==> src/design/pmb_pkg.sv <==
// Shared types, constants and codes for the priority message bus.
package pmb_pkg;

    localparam int ID_BITS         = 16;
    localparam int ENERGY_BITS     = 32;
    localparam int PAYLOAD_BITS    = 64;
    localparam int QUEUE_DEPTH_DEF = 16;

    localparam logic [ID_BITS-1:0] BCAST_RESET = 16'hFFFF;
    localparam logic [ID_BITS-1:0] ID_NONE     = '0;

    localparam logic [1:0] OP_EMIT     = 2'd0;
    localparam logic [1:0] OP_LISTEN   = 2'd1;
    localparam logic [1:0] OP_REGISTER = 2'd2;
    localparam logic [1:0] OP_NOP      = 2'd3;

    localparam logic [1:0] ST_INSERTED = 2'd0;
    localparam logic [1:0] ST_REPLACED = 2'd1;
    localparam logic [1:0] ST_DROPPED  = 2'd2;
    localparam logic [1:0] ST_NONE     = 2'd3;

    localparam logic [0:0] REG_BCAST = 1'b0;

    typedef struct packed {
        logic [ID_BITS-1:0]      source;
        logic [ID_BITS-1:0]      target;
        logic [ENERGY_BITS-1:0]  energy;
        logic [PAYLOAD_BITS-1:0] payload;
    } msg_t;

endpackage

==> src/design/priority_message_bus_with_broadcast.sv <==
// Top level: bounded priority message queue with broadcast delivery.
// Each beat is handled by one-entry-a-step scans of the listener registry and the queue,
// each step one read of the stores (each with one write port and one registered read port).
// An emit shifts each lower-energy entry down one step; a listen that removes moves later entries up.
// One beat at a time: s_tready is high only when idle, so a new beat waits until the last one is done.
// Reset (rst_n, async low) empties queue and registry; broadcast_id returns to 65535.
module priority_message_bus_with_broadcast #(
    parameter int QueueDepth = pmb_pkg::QUEUE_DEPTH_DEF
) (
    input  logic          clk,
    input  logic          rst_n,
    input  logic          s_tvalid,
    output logic          s_tready,
    // in_source, in_target, in_energy, in_payload, listener_id
    input  logic [143:0]  s_tdata,
    // opcode
    input  logic [1:0]    s_tuser,
    output logic          m_tvalid,
    input  logic          m_tready,
    // out_source, out_target, out_energy, out_payload, emit_status, pending, zero pad
    output logic [135:0]  m_tdata,
    // found
    output logic [0:0]    m_tuser,
    input  logic          psel,
    input  logic          penable,
    input  logic          pwrite,
    input  logic [0:0]    paddr,
    input  logic [31:0]   pwdata,
    output logic [31:0]   prdata,
    output logic          pready
);
    import pmb_pkg::*;

    localparam int IW = $clog2(QueueDepth);

    logic [ID_BITS-1:0] bcast_reg;
    msg_t               msg_in, msg_out, e_wmsg, e_rmsg;
    logic               found;
    logic [1:0]         emit_status;
    logic [4:0]         pending;
    logic               e_we, l_we;
    logic [IW-1:0]      e_waddr, e_raddr, l_waddr, l_raddr;
    logic [QueueDepth-1:0] e_wmarks, e_rmarks;
    logic [ID_BITS-1:0] l_wdata, l_rdata;

    assign pready = 1'b1;
    assign prdata = (paddr == REG_BCAST) ? {16'd0, bcast_reg} : 32'd0;

    always_ff @(posedge clk or negedge rst_n)
    begin
        if (!rst_n)
        begin
            bcast_reg <= BCAST_RESET;
        end
        else if (psel && penable && pwrite && pready && paddr == REG_BCAST)
        begin
            bcast_reg <= pwdata[15:0];
        end
    end

    assign msg_in.source  = s_tdata[15:0];
    assign msg_in.target  = s_tdata[31:16];
    assign msg_in.energy  = s_tdata[63:32];
    assign msg_in.payload = s_tdata[127:64];

    assign m_tdata = {1'b0, pending, emit_status, msg_out.payload, msg_out.energy,
                      msg_out.target, msg_out.source};
    assign m_tuser = found;

    pmb_seq #(.QueueDepth(QueueDepth)) u_seq (
        .clk(clk), .rst_n(rst_n),
        .s_tvalid(s_tvalid), .s_tready(s_tready),
        .op_in(s_tuser), .msg_in(msg_in), .id_in(s_tdata[143:128]),
        .m_tvalid(m_tvalid), .m_tready(m_tready),
        .found(found), .msg_out(msg_out), .emit_status(emit_status), .pending(pending),
        .broadcast_id(bcast_reg),
        .e_we(e_we), .e_waddr(e_waddr), .e_wmsg(e_wmsg), .e_wmarks(e_wmarks),
        .e_raddr(e_raddr), .e_rmsg(e_rmsg), .e_rmarks(e_rmarks),
        .l_we(l_we), .l_waddr(l_waddr), .l_wdata(l_wdata),
        .l_raddr(l_raddr), .l_rdata(l_rdata)
    );

    pmb_entry_ram #(.QueueDepth(QueueDepth)) u_entry_ram (
        .clk(clk), .we(e_we), .waddr(e_waddr), .wmsg(e_wmsg), .wmarks(e_wmarks),
        .raddr(e_raddr), .rmsg(e_rmsg), .rmarks(e_rmarks)
    );

    pmb_id_ram #(.QueueDepth(QueueDepth)) u_id_ram (
        .clk(clk), .we(l_we), .waddr(l_waddr), .wdata(l_wdata),
        .raddr(l_raddr), .rdata(l_rdata)
    );

endmodule

==> src/design/pmb_entry_ram.sv <==
// Message queue storage: one write port, one registered read port.
module pmb_entry_ram #(
    parameter int QueueDepth = pmb_pkg::QUEUE_DEPTH_DEF
) (
    input  logic                          clk,
    input  logic                          we,
    input  logic [$clog2(QueueDepth)-1:0] waddr,
    input  pmb_pkg::msg_t                 wmsg,
    input  logic [QueueDepth-1:0]         wmarks,
    input  logic [$clog2(QueueDepth)-1:0] raddr,
    output pmb_pkg::msg_t                 rmsg,
    output logic [QueueDepth-1:0]         rmarks
);
    import pmb_pkg::*;

    msg_t                  msg_mem   [QueueDepth];
    logic [QueueDepth-1:0] marks_mem [QueueDepth];
    msg_t                  rmsg_reg;
    logic [QueueDepth-1:0] rmarks_reg;

    always_ff @(posedge clk)
    begin
        if (we)
        begin
            msg_mem[waddr]   <= wmsg;
            marks_mem[waddr] <= wmarks;
        end
        rmsg_reg   <= msg_mem[raddr];
        rmarks_reg <= marks_mem[raddr];
    end

    assign rmsg   = rmsg_reg;
    assign rmarks = rmarks_reg;

endmodule

==> src/design/pmb_id_ram.sv <==
// Listener id registry storage: one write port, one registered read port.
module pmb_id_ram #(
    parameter int QueueDepth = pmb_pkg::QUEUE_DEPTH_DEF
) (
    input  logic                          clk,
    input  logic                          we,
    input  logic [$clog2(QueueDepth)-1:0] waddr,
    input  logic [pmb_pkg::ID_BITS-1:0]   wdata,
    input  logic [$clog2(QueueDepth)-1:0] raddr,
    output logic [pmb_pkg::ID_BITS-1:0]   rdata
);
    import pmb_pkg::*;

    logic [ID_BITS-1:0] id_mem [QueueDepth];
    logic [ID_BITS-1:0] rdata_reg;

    always_ff @(posedge clk)
    begin
        if (we)
        begin
            id_mem[waddr] <= wdata;
        end
        rdata_reg <= id_mem[raddr];
    end

    assign rdata = rdata_reg;

endmodule

==> src/design/pmb_seq.sv <==
// Operation sequencer: scans, shifts and compares one entry per step.
module pmb_seq #(
    parameter int QueueDepth = pmb_pkg::QUEUE_DEPTH_DEF
) (
    input  logic                          clk,
    input  logic                          rst_n,
    input  logic                          s_tvalid,
    output logic                          s_tready,
    input  logic [1:0]                    op_in,
    input  pmb_pkg::msg_t                 msg_in,
    input  logic [pmb_pkg::ID_BITS-1:0]   id_in,
    output logic                          m_tvalid,
    input  logic                          m_tready,
    output logic                          found,
    output pmb_pkg::msg_t                 msg_out,
    output logic [1:0]                    emit_status,
    output logic [4:0]                    pending,
    input  logic [pmb_pkg::ID_BITS-1:0]   broadcast_id,
    output logic                          e_we,
    output logic [$clog2(QueueDepth)-1:0] e_waddr,
    output pmb_pkg::msg_t                 e_wmsg,
    output logic [QueueDepth-1:0]         e_wmarks,
    output logic [$clog2(QueueDepth)-1:0] e_raddr,
    input  pmb_pkg::msg_t                 e_rmsg,
    input  logic [QueueDepth-1:0]         e_rmarks,
    output logic                          l_we,
    output logic [$clog2(QueueDepth)-1:0] l_waddr,
    output logic [pmb_pkg::ID_BITS-1:0]   l_wdata,
    output logic [$clog2(QueueDepth)-1:0] l_raddr,
    input  logic [pmb_pkg::ID_BITS-1:0]   l_rdata
);
    import pmb_pkg::*;

    localparam int IW = $clog2(QueueDepth);
    localparam int CW = $clog2(QueueDepth + 1);
    localparam logic [CW-1:0] FULL = CW'(QueueDepth);

    localparam logic [3:0] S_IDLE  = 4'd0;
    localparam logic [3:0] S_E_FRD = 4'd1;
    localparam logic [3:0] S_E_FCK = 4'd2;
    localparam logic [3:0] S_E_RD  = 4'd3;
    localparam logic [3:0] S_E_CMP = 4'd4;
    localparam logic [3:0] S_R_RD  = 4'd5;
    localparam logic [3:0] S_R_CMP = 4'd6;
    localparam logic [3:0] S_Q_RD  = 4'd7;
    localparam logic [3:0] S_Q_CMP = 4'd8;
    localparam logic [3:0] S_M_RD  = 4'd9;
    localparam logic [3:0] S_M_WR  = 4'd10;
    localparam logic [3:0] S_DONE  = 4'd11;

    logic [3:0]   state_reg, state_next;
    logic [CW-1:0] idx_reg, idx_next;
    logic [CW-1:0] count_reg, count_next;
    logic [CW-1:0] lcount_reg, lcount_next;
    logic [IW-1:0] slot_reg, slot_next;
    logic          slot_v_reg, slot_v_next;
    logic [1:0]    op_reg, op_next;
    msg_t          in_reg, in_next;
    logic [ID_BITS-1:0] id_reg, id_next;
    logic          found_reg, found_next;
    msg_t          res_reg, res_next;
    logic [1:0]    status_reg, status_next;
    logic          mv_reg, mv_next;
    logic          mf_reg, mf_next;
    msg_t          mmsg_reg, mmsg_next;
    logic [1:0]    mst_reg, mst_next;
    logic [4:0]    mpend_reg, mpend_next;

    logic [CW-1:0]       idx_m1, idx_p1;
    logic [QueueDepth:0] mask_wide;
    logic [QueueDepth-1:0] all_mask, slot_bit, new_marks;

    assign idx_m1    = idx_reg - CW'(1);
    assign idx_p1    = idx_reg + CW'(1);
    assign mask_wide = ({{QueueDepth{1'b0}}, 1'b1} << lcount_reg) - (QueueDepth + 1)'(1);
    assign all_mask  = mask_wide[QueueDepth-1:0];
    assign slot_bit  = {{(QueueDepth-1){1'b0}}, 1'b1} << slot_reg;
    assign new_marks = e_rmarks | slot_bit;

    always_comb
    begin
        state_next  = state_reg;
        idx_next    = idx_reg;
        count_next  = count_reg;
        lcount_next = lcount_reg;
        slot_next   = slot_reg;
        slot_v_next = slot_v_reg;
        op_next     = op_reg;
        in_next     = in_reg;
        id_next     = id_reg;
        found_next  = found_reg;
        res_next    = res_reg;
        status_next = status_reg;
        mv_next     = mv_reg;
        mf_next     = mf_reg;
        mmsg_next   = mmsg_reg;
        mst_next    = mst_reg;
        mpend_next  = mpend_reg;
        e_we        = 1'b0;
        e_waddr     = idx_reg[IW-1:0];
        e_wmsg      = in_reg;
        e_wmarks    = '0;
        e_raddr     = idx_reg[IW-1:0];
        l_we        = 1'b0;
        l_waddr     = lcount_reg[IW-1:0];
        l_wdata     = id_reg;
        l_raddr     = idx_reg[IW-1:0];

        if (mv_reg && m_tready)
        begin
            mv_next = 1'b0;
        end

        unique case (state_reg)
            S_IDLE:
            begin
                if (s_tvalid)
                begin
                    op_next     = op_in;
                    in_next     = msg_in;
                    id_next     = id_in;
                    found_next  = 1'b0;
                    res_next    = '0;
                    status_next = ST_NONE;
                    slot_v_next = 1'b0;
                    idx_next    = '0;
                    case (op_in)
                        OP_EMIT:
                        begin
                            if (count_reg == FULL)
                            begin
                                state_next = S_E_FRD;
                            end
                            else
                            begin
                                status_next = ST_INSERTED;
                                idx_next    = count_reg;
                                count_next  = count_reg + CW'(1);
                                state_next  = S_E_RD;
                            end
                        end
                        OP_LISTEN:
                            state_next = (count_reg == '0) ? S_DONE : S_R_RD;
                        OP_REGISTER:
                            state_next = S_R_RD;
                        default:
                            state_next = S_DONE;
                    endcase
                end
            end
            S_E_FRD:
            begin
                e_raddr    = IW'(QueueDepth - 1);
                state_next = S_E_FCK;
            end
            S_E_FCK:
            begin
                if (e_rmsg.energy >= in_reg.energy)
                begin
                    status_next = ST_DROPPED;
                    state_next  = S_DONE;
                end
                else
                begin
                    status_next = ST_REPLACED;
                    idx_next    = FULL - CW'(1);
                    state_next  = S_E_RD;
                end
            end
            S_E_RD:
            begin
                if (idx_reg == '0)
                begin
                    e_we       = 1'b1;
                    state_next = S_DONE;
                end
                else
                begin
                    e_raddr    = idx_m1[IW-1:0];
                    state_next = S_E_CMP;
                end
            end
            S_E_CMP:
            begin
                e_we = 1'b1;
                if (e_rmsg.energy < in_reg.energy)
                begin
                    e_wmsg     = e_rmsg;
                    e_wmarks   = e_rmarks;
                    idx_next   = idx_m1;
                    state_next = S_E_RD;
                end
                else
                begin
                    state_next = S_DONE;
                end
            end
            S_R_RD:
            begin
                if (idx_reg == lcount_reg)
                begin
                    if (id_reg != ID_NONE && id_reg != broadcast_id && lcount_reg != FULL)
                    begin
                        l_we        = 1'b1;
                        slot_next   = lcount_reg[IW-1:0];
                        slot_v_next = 1'b1;
                        lcount_next = lcount_reg + CW'(1);
                    end
                    idx_next   = '0;
                    state_next = (op_reg == OP_LISTEN) ? S_Q_RD : S_DONE;
                end
                else
                begin
                    state_next = S_R_CMP;
                end
            end
            S_R_CMP:
            begin
                if (l_rdata == id_reg)
                begin
                    slot_next   = idx_reg[IW-1:0];
                    slot_v_next = (id_reg != broadcast_id);
                    idx_next    = '0;
                    state_next  = (op_reg == OP_LISTEN) ? S_Q_RD : S_DONE;
                end
                else
                begin
                    idx_next   = idx_p1;
                    state_next = S_R_RD;
                end
            end
            S_Q_RD:
            begin
                state_next = (idx_reg == count_reg) ? S_DONE : S_Q_CMP;
            end
            S_Q_CMP:
            begin
                if (e_rmsg.target == id_reg)
                begin
                    found_next = 1'b1;
                    res_next   = e_rmsg;
                    state_next = S_M_RD;
                end
                else if (e_rmsg.target == broadcast_id && slot_v_reg &&
                         !e_rmarks[slot_reg])
                begin
                    found_next = 1'b1;
                    res_next   = e_rmsg;
                    if ((new_marks & all_mask) == all_mask)
                    begin
                        state_next = S_M_RD;
                    end
                    else
                    begin
                        e_we       = 1'b1;
                        e_wmsg     = e_rmsg;
                        e_wmarks   = new_marks;
                        state_next = S_DONE;
                    end
                end
                else
                begin
                    idx_next   = idx_p1;
                    state_next = S_Q_RD;
                end
            end
            S_M_RD:
            begin
                if (idx_p1 >= count_reg)
                begin
                    count_next = count_reg - CW'(1);
                    state_next = S_DONE;
                end
                else
                begin
                    e_raddr    = idx_p1[IW-1:0];
                    state_next = S_M_WR;
                end
            end
            S_M_WR:
            begin
                e_we       = 1'b1;
                e_wmsg     = e_rmsg;
                e_wmarks   = e_rmarks;
                idx_next   = idx_p1;
                state_next = S_M_RD;
            end
            S_DONE:
            begin
                if (!mv_reg || m_tready)
                begin
                    mv_next    = 1'b1;
                    mf_next    = found_reg;
                    mmsg_next  = res_reg;
                    mst_next   = status_reg;
                    mpend_next = 5'(count_reg);
                    state_next = S_IDLE;
                end
            end
            default:
                state_next = S_IDLE;
        endcase
    end

    always_ff @(posedge clk or negedge rst_n)
    begin
        if (!rst_n)
        begin
            state_reg  <= S_IDLE;
            count_reg  <= '0;
            lcount_reg <= '0;
            mv_reg     <= 1'b0;
        end
        else
        begin
            state_reg  <= state_next;
            count_reg  <= count_next;
            lcount_reg <= lcount_next;
            mv_reg     <= mv_next;
        end
    end

    always_ff @(posedge clk)
    begin
        idx_reg    <= idx_next;
        slot_reg   <= slot_next;
        slot_v_reg <= slot_v_next;
        op_reg     <= op_next;
        in_reg     <= in_next;
        id_reg     <= id_next;
        found_reg  <= found_next;
        res_reg    <= res_next;
        status_reg <= status_next;
        mf_reg     <= mf_next;
        mmsg_reg   <= mmsg_next;
        mst_reg    <= mst_next;
        mpend_reg  <= mpend_next;
    end

    assign s_tready    = (state_reg == S_IDLE);
    assign m_tvalid    = mv_reg;
    assign found       = mf_reg;
    assign msg_out     = mmsg_reg;
    assign emit_status = mst_reg;
    assign pending     = mpend_reg;

endmodule

==> config.mk <==
export PLATFORM = sky130hd
export DESIGN_NAME = priority_message_bus_with_broadcast
export DESIGN_NICKNAME = d
export VERILOG_FILES = /design/src/design/pmb_pkg.sv /design/src/design/priority_message_bus_with_broadcast.sv /design/src/design/pmb_entry_ram.sv /design/src/design/pmb_id_ram.sv /design/src/design/pmb_seq.sv
export SDC_FILE = /design/constraint.sdc
export NUM_CORES = 2
export LEC_CHECK = 0
export BUFFER_PORTS_ARGS = -buffer_cell sky130_fd_sc_hd__buf_2
export CAP_MARGIN = 20
export CORE_UTILIZATION = 64
export CTS_BUF_LIST = sky130_fd_sc_hd__clkbuf_4 sky130_fd_sc_hd__clkbuf_8
export DETAILED_ROUTE_END_ITERATION = 12
export PLACE_DENSITY_LB_ADDON = 0.12
export SLEW_MARGIN = 20
export SYNTH_ARGS = -nofsm -noshare
export SYNTH_HDL_FRONTEND = slang
export SYNTH_SLANG_ARGS = --single-unit
==> constraint.sdc <==
create_clock -name clk -period 14 [get_ports clk]
set_clock_uncertainty 0.05 [all_clocks]
set_input_delay 4.2 -clock clk [delete_from_list [all_inputs] [get_ports clk]]
set_output_delay 4.2 -clock clk [all_outputs]
set_load 0.02 [all_outputs]
* Yosys cells after proc, flatten, opt, wreduce, memory -nomap -nowiden
Memory sizes are Yosys's and may differ from the RTL's. A register that Yosys moved wholly into a read port is not among the register bits.
Cells that the tools add are included.
W data, S select, Z words.
** Word-level totals
- Register bits after elaboration :: 454
- RAM bits :: 2560
- Input bits :: 186
- Output and inout bits :: 172
- Word-level logic and storage cells :: 198
- Memories :: 3
** Cells by class
- $add $sub $neg :: 6
- $lt $le $gt $ge :: 4
- Eq/ne operators :: 36
- Shift-type cells :: 2
- Multiplexer cells :: 84
- Bitwise gates (word level) :: 3
- Reduce and logical (&&, ||, !) cells :: 33
** Memories
- u_entry_ram.msg_mem :: depth 16, bits a word 128, read ports 1, clocked after Yosys merged registers in 1, wr ports 1, line pmb_entry_ram.sv:16 : msg_t msg_mem [QueueDepth];
- u_entry_ram.marks_mem :: depth 16, bits a word 16, read ports 1, clocked after Yosys merged registers in 1, wr ports 1, line pmb_entry_ram.sv:17 : logic [QueueDepth-1:0] marks_mem [QueueDepth];
- u_id_ram.id_mem :: depth 16, bits a word 16, read ports 1, clocked after Yosys merged registers in 1, wr ports 1, line pmb_id_ram.sv:14 : logic [ID_BITS-1:0] id_mem [QueueDepth];
** Operator list (count)
- $mux W128 :: 7
- $pmux W128 S3 :: 1
- $pmux W128 S2 :: 1
- $mux W16 :: 5
- $mux W5 :: 13
- $eq A16 B16 Y1 :: 4
- $mux W4 :: 16
- $pmux W16 S3 :: 1
- $pmux W4 S12 :: 1
- $pmux W5 S7 :: 1
- $ge A32 B32 Y1 :: 1
- $lt A32 B32 Y1 :: 1
- $pmux W4 S3 :: 2
- $mux W1 :: 22
- $and A16 B16 Y16 :: 1
- $eq A4 B3 Y1 const B :: 4
- $eq A4 B4 Y1 const B :: 4
- $ne A16 B16 Y1 :: 1
- $or A16 B16 Y16 :: 1
- $reduce_bool A16 Y1 :: 1
- $shl A1 B4 Y16 const A :: 1
- $shl A1 B5 Y16 const A :: 1
- $sub A16 B1 Y16 const B :: 1
- $add A5 B1 Y5 const B :: 3
- other kinds (36) :: 74

* Logic depth before layout (Yosys ltp)
- Word-level depth :: 10
- Gate-level depth with buffers :: 20
- Mapped depth without buffers :: 14

* By module
A second synthesis with hierarchy kept.
** Unflattened totals
- Cell total of the unflattened synthesis :: 5662
- Area, all modules :: 120853.4 µm²
** Modules (own cells, without submodules)
- pmb_entry_ram :: instances 1, cells an instance 3770, area each 89395.7 µm²
- pmb_seq :: instances 1, cells an instance 1389, area each 20488.4 µm²
- pmb_id_ram :: instances 1, cells an instance 432, area each 10042.1 µm²
- priority_message_bus_with_broadcast :: instances 1, cells an instance 71, area each 927.1 µm²

* Least setup slack after synthesis
OpenSTA, ideal clock, no wires.
- Path kind :: input to register
- Start point :: in m_tready
- End point :: reg u_seq.mst_reg[0] (netlist: u_seq.emit_status[0]), enable pin
- Arrival :: 13.419 ns
- Path slack :: -0.267 ns
- Stages :: 2
- Path buffers :: 0
- Path through :: nor2b_1 nor3_1
** Between the ends
- Word-level cells in the longest chain between the ends :: 2
** Ends and longest elaborated chain
- start: declaration :: line priority_message_bus_with_broadcast.sv:19 : input logic m_tready,
- $logic_or A1 B1 Y1 :: line pmb_seq.sv:290 : if (!mv_reg || m_tready)
- $reduce_and A2 Y1 (no source line)
- end signal: assignment :: line pmb_seq.sv:336 : mst_reg <= mst_next;
- end: declaration :: line pmb_seq.sv:66 : logic [1:0] mst_reg, mst_next;
Every way passes these cells.
A chain may end at the register's enable or synchronous reset.

* Worst setup path in the final report
- Start point :: in paddr
- End point :: out prdata[4]
** Between the ends
- Word-level cells in the longest chain between the ends :: 1
** Ends and longest elaborated chain
- start: declaration :: line priority_message_bus_with_broadcast.sv:27 : input logic [0:0] paddr,
- $mux W16 :: line priority_message_bus_with_broadcast.sv:47 : assign prdata = (paddr == REG_BCAST) ? {16'd0, bcast_reg} : 32'd0;
- end: declaration :: line priority_message_bus_with_broadcast.sv:29 : output logic [31:0] prdata,
Every way passes these cells.

==> impl_metrics.json <==
{
  "status": "finished, final reports clean",
  "grt_max_degree": 157,
  "setup_viol": 0,
  "cts_tree": "yes",
  "synth_largest_area_cell": "edfxtp_1",
  "drv_slew": 0,
  "fmax_ghz": 0.1116,
  "rr_startpoint": "u_seq.lcount_reg[0]",
  "drt-vias-per-instance": 6.752,
  "seq_area_um2": 93570,
  "synth_adder_area_share_pct": 0.5424,
  "r2r_setup_slack_ns": 6.87,
  "cts_resized": 0,
  "drt_iter0_drc": 8222,
  "gp_congestion": 0.8997,
  "drtPass1Iterations": 9,
  "synth_seq_cells": 3174,
  "ios": 358,
  "muxShareOfSynthArea_pct": 10.90,
  "netlist_top_cells_count": "2983 x edfxtp_1, 825 x nand2_1, 589 x mux4_2, 275 x and3_1, 234 x clkbuf_1",
  "hp-start": "u_seq.res_reg[62]",
  "ys_seq_area_share_pct": 75.68,
  "cp_slowest_cell": "buf_2",
  "largest-register": "u_entry_ram.msg_mem",
  "slowest_delay_ns": 0.19,
  "post_cts_buffers": 0,
  "grt_use_total_pct": 31.83,
  "cts-root-buf": "clkbuf_8",
  "hold_violations": 0,
  "fin_tns_setup_ns": 0,
  "largestRegisters": "u_entry_ram.msg_mem (2048), u_entry_ram.marks_mem (256), u_id_ram.id_mem (256)",
  "area_delta_synth_final_pct": 12.07,
  "worst_pin_slew_ns": 1.185,
  "cp_common_cell": "buf_2",
  "clock_tree.buffer_depth": 4,
  "clock_sinks": 3174,
  "die-height_um": 441.5,
  "synth_top_area_share_pct": 72.45,
  "cts_inserted_buffers": 490,
  "critical_path_class": "in2out",
  "irDropWorstVdd_mv": 0.3556,
  "slew-limit-headroom_pct": 21.00,
  "synth_cells": 6802,
  "port_buffers": 323,
  "start_kind": "input port",
  "clk_pin_slew_ns": 0.06,
  "grt_pass1_vias": 68600,
  "endpoint_kind": "output pin",
  "r2r_end": "u_entry_ram.msg_mem[1][23]",
  "min_to": "u_seq.msg_out[62]",
  "start_util_pct": 64.74,
  "synth_compound_area_share_pct": 4.969,
  "grt_overflow_total": 0,
  "hpwl_mm": 153.5,
  "drcViolationCount": 0,
  "n_fill_cell": 11290,
  "htree_levels": 5,
  "cp_max_fo": 17,
  "cts_hold_buf": 0,
  "die_x_um": 441.5,
  "synth_xor_area_share_pct": 0.6730,
  "synthArstFlopShare_pct": 0.9767,
  "period_needed_ns": 8.963,
  "multiInputGateArea_um2": 28700,
  "worst_ep_required_time_ns": 9.75,
  "postSynthAreaPerCell_um2": 18.18,
  "min_path_type": "reg2reg",
  "synthTopCellsByArea": "edfxtp_1 72%, mux4_2 11%, dfxtp_1 2.6%",
  "rsz0062_at_grt": "no",
  "max_cap_viol_count": 0,
  "cp.arrival_ns": 4.71,
  "largest_reg_flops": 2048,
  "antenna_found_initial": 11,
  "reg2reg_depth": 16,
  "cp_cell_sequence": "buf_2 > nor2b_1 > buf_2",
  "synth_top_family_by_area": "multiplexers",
  "synth_most_common_cell": "edfxtp_1",
  "drive_gt1_share_pct": 26.06,
  "drt-total-wl_mm": 310.4,
  "yosys.area_share.simple_pct": 5.468,
  "whs_ns": 0.3380,
  "p_leak_nw": 46.50,
  "synth_edf_count": 2983,
  "vias": 69230,
  "wl_per_cell_um": 30.27,
  "synthesis.area_um2": 123600,
  "coreArea_um2": 191000,
  "ys.flop_type": "edfxtp_1",
  "finalCritPeriodShare_pct": 64.02,
  "powerDensity_nw_per_um2": 236.3,
  "fin_nets": 7564,
  "grt_pass1_wl_mm": 445.8,
  "ant_nets": 0,
  "insertion_delay_ns": 1.14,
  "synth-warning-count": 0,
  "std_cell_rows": 160,
  "die_area_um2": 194900,
  "ys_types": 74,
  "hold_depth": 0
}
==> logic make-up after synthesis <==
group | after synthesis
other | 2
buffers and inverters | 504
DFF | 3174
xor gates and xnor gates | 95
AOI/OAI and AO/OA | 904
and+or+nand+nor | 1462
adders and majority gates | 53
muxes | 608
==> worst max path at each step <==
stage                   from               to  cells past startpoint
finish                 paddr        prdata[4]                      3
global route           paddr       prdata[13]                      3
CTS                    paddr        prdata[4]                      3
detailed placement     paddr        prdata[4]                      3
global placement       paddr        prdata[4]                      3
floorplan           s_tvalid  u_seq.found_reg                      2
==> stage by stage <==
| stage | cells | instance area (um^2) | worst slack (ns) | util (%) | power (mW) |
|---|---|---|---|---|---|
| detailed placement | 9334 | 128000 | 5.012 | 67.05 | 24.93 |
| CTS | 10230 | 138000 | 5.013 | 72.26 | 32.60 |
| floorplan | 6818 | 123700 | 2.784 | - | 21.56 |
| finish | 10250 | 138600 | 5.037 | 72.56 | 32.74 |
| global placement | 9334 | 128000 | 5.049 | 67.05 | 24.65 |
| global route | 10250 | 138600 | 4.953 | 72.55 | 34.10 |
==> routing by layer <==
metal | vias to the layer above | global-route usage [%] | wire, um
met4 | 4 | 13.72 | 13480
met5 | - | 0 | 24
li1 | 28510 | - | -
met1 | 35480 | 44.79 | 117200
met3 | 719 | 5.996 | 32850
met2 | 4518 | 49.62 | 146800
==> worst max-delay path, delay by kind of cell <==
kind / cells / cell delay (ns)
buf+inv: 2 / 0.36
simple gates: 1 / 0.15
==> area by class of cell <==
class                      instances  area share (%)
timing repair buffer             460           2.126
tap                             2511           2.267
multi-input combinational       3140           20.71
antenna                            9         0.01625
clock inverter                   157          0.6583
sequential                      3174           67.53
clock buffer                     742           6.526
inverter                          59          0.1670
==> power breakdown <==
| part | internal (mW) | switching [mW] | leakage (nW) |
|---|---|---|---|
| clock network | 4.26 | 3.46 | 5.31 |
| logic | 4.51 | 7.32 | 12.6 |
| registers | 12.6 | 0.603 | 28.5 |
| total | 21.4 | 11.4 | 46.5 |
==> cell usage in the layout (no fill, tap or decap), types with 40 or more instances in the layout <==
cell type  Yosys  routed
edfxtp_1    2983    2983
nand2_1      825     825
mux4_2       589     589
clkbuf_8       0     555
buf_2        152     326
and3_1       275     275
clkbuf_4       0     192
a21oi_1      196     188
dfxtp_1      160     160
a31oi_1      156     155
o21ai_0      134     133
a221oi_1     133     133
nand3_1      124     124
buf_4         25     105
clkinv_1       0      94
a2bb2oi_2      0      70
xor2_1        62      62
a2bb2oi_1    130      59
inv_1         58      56
ha_1          52      52
nor2_1        69      51
clkinv_2       0      47
o21ai_1       39      40
Note: power is estimated with default switching activity, not from simulation.
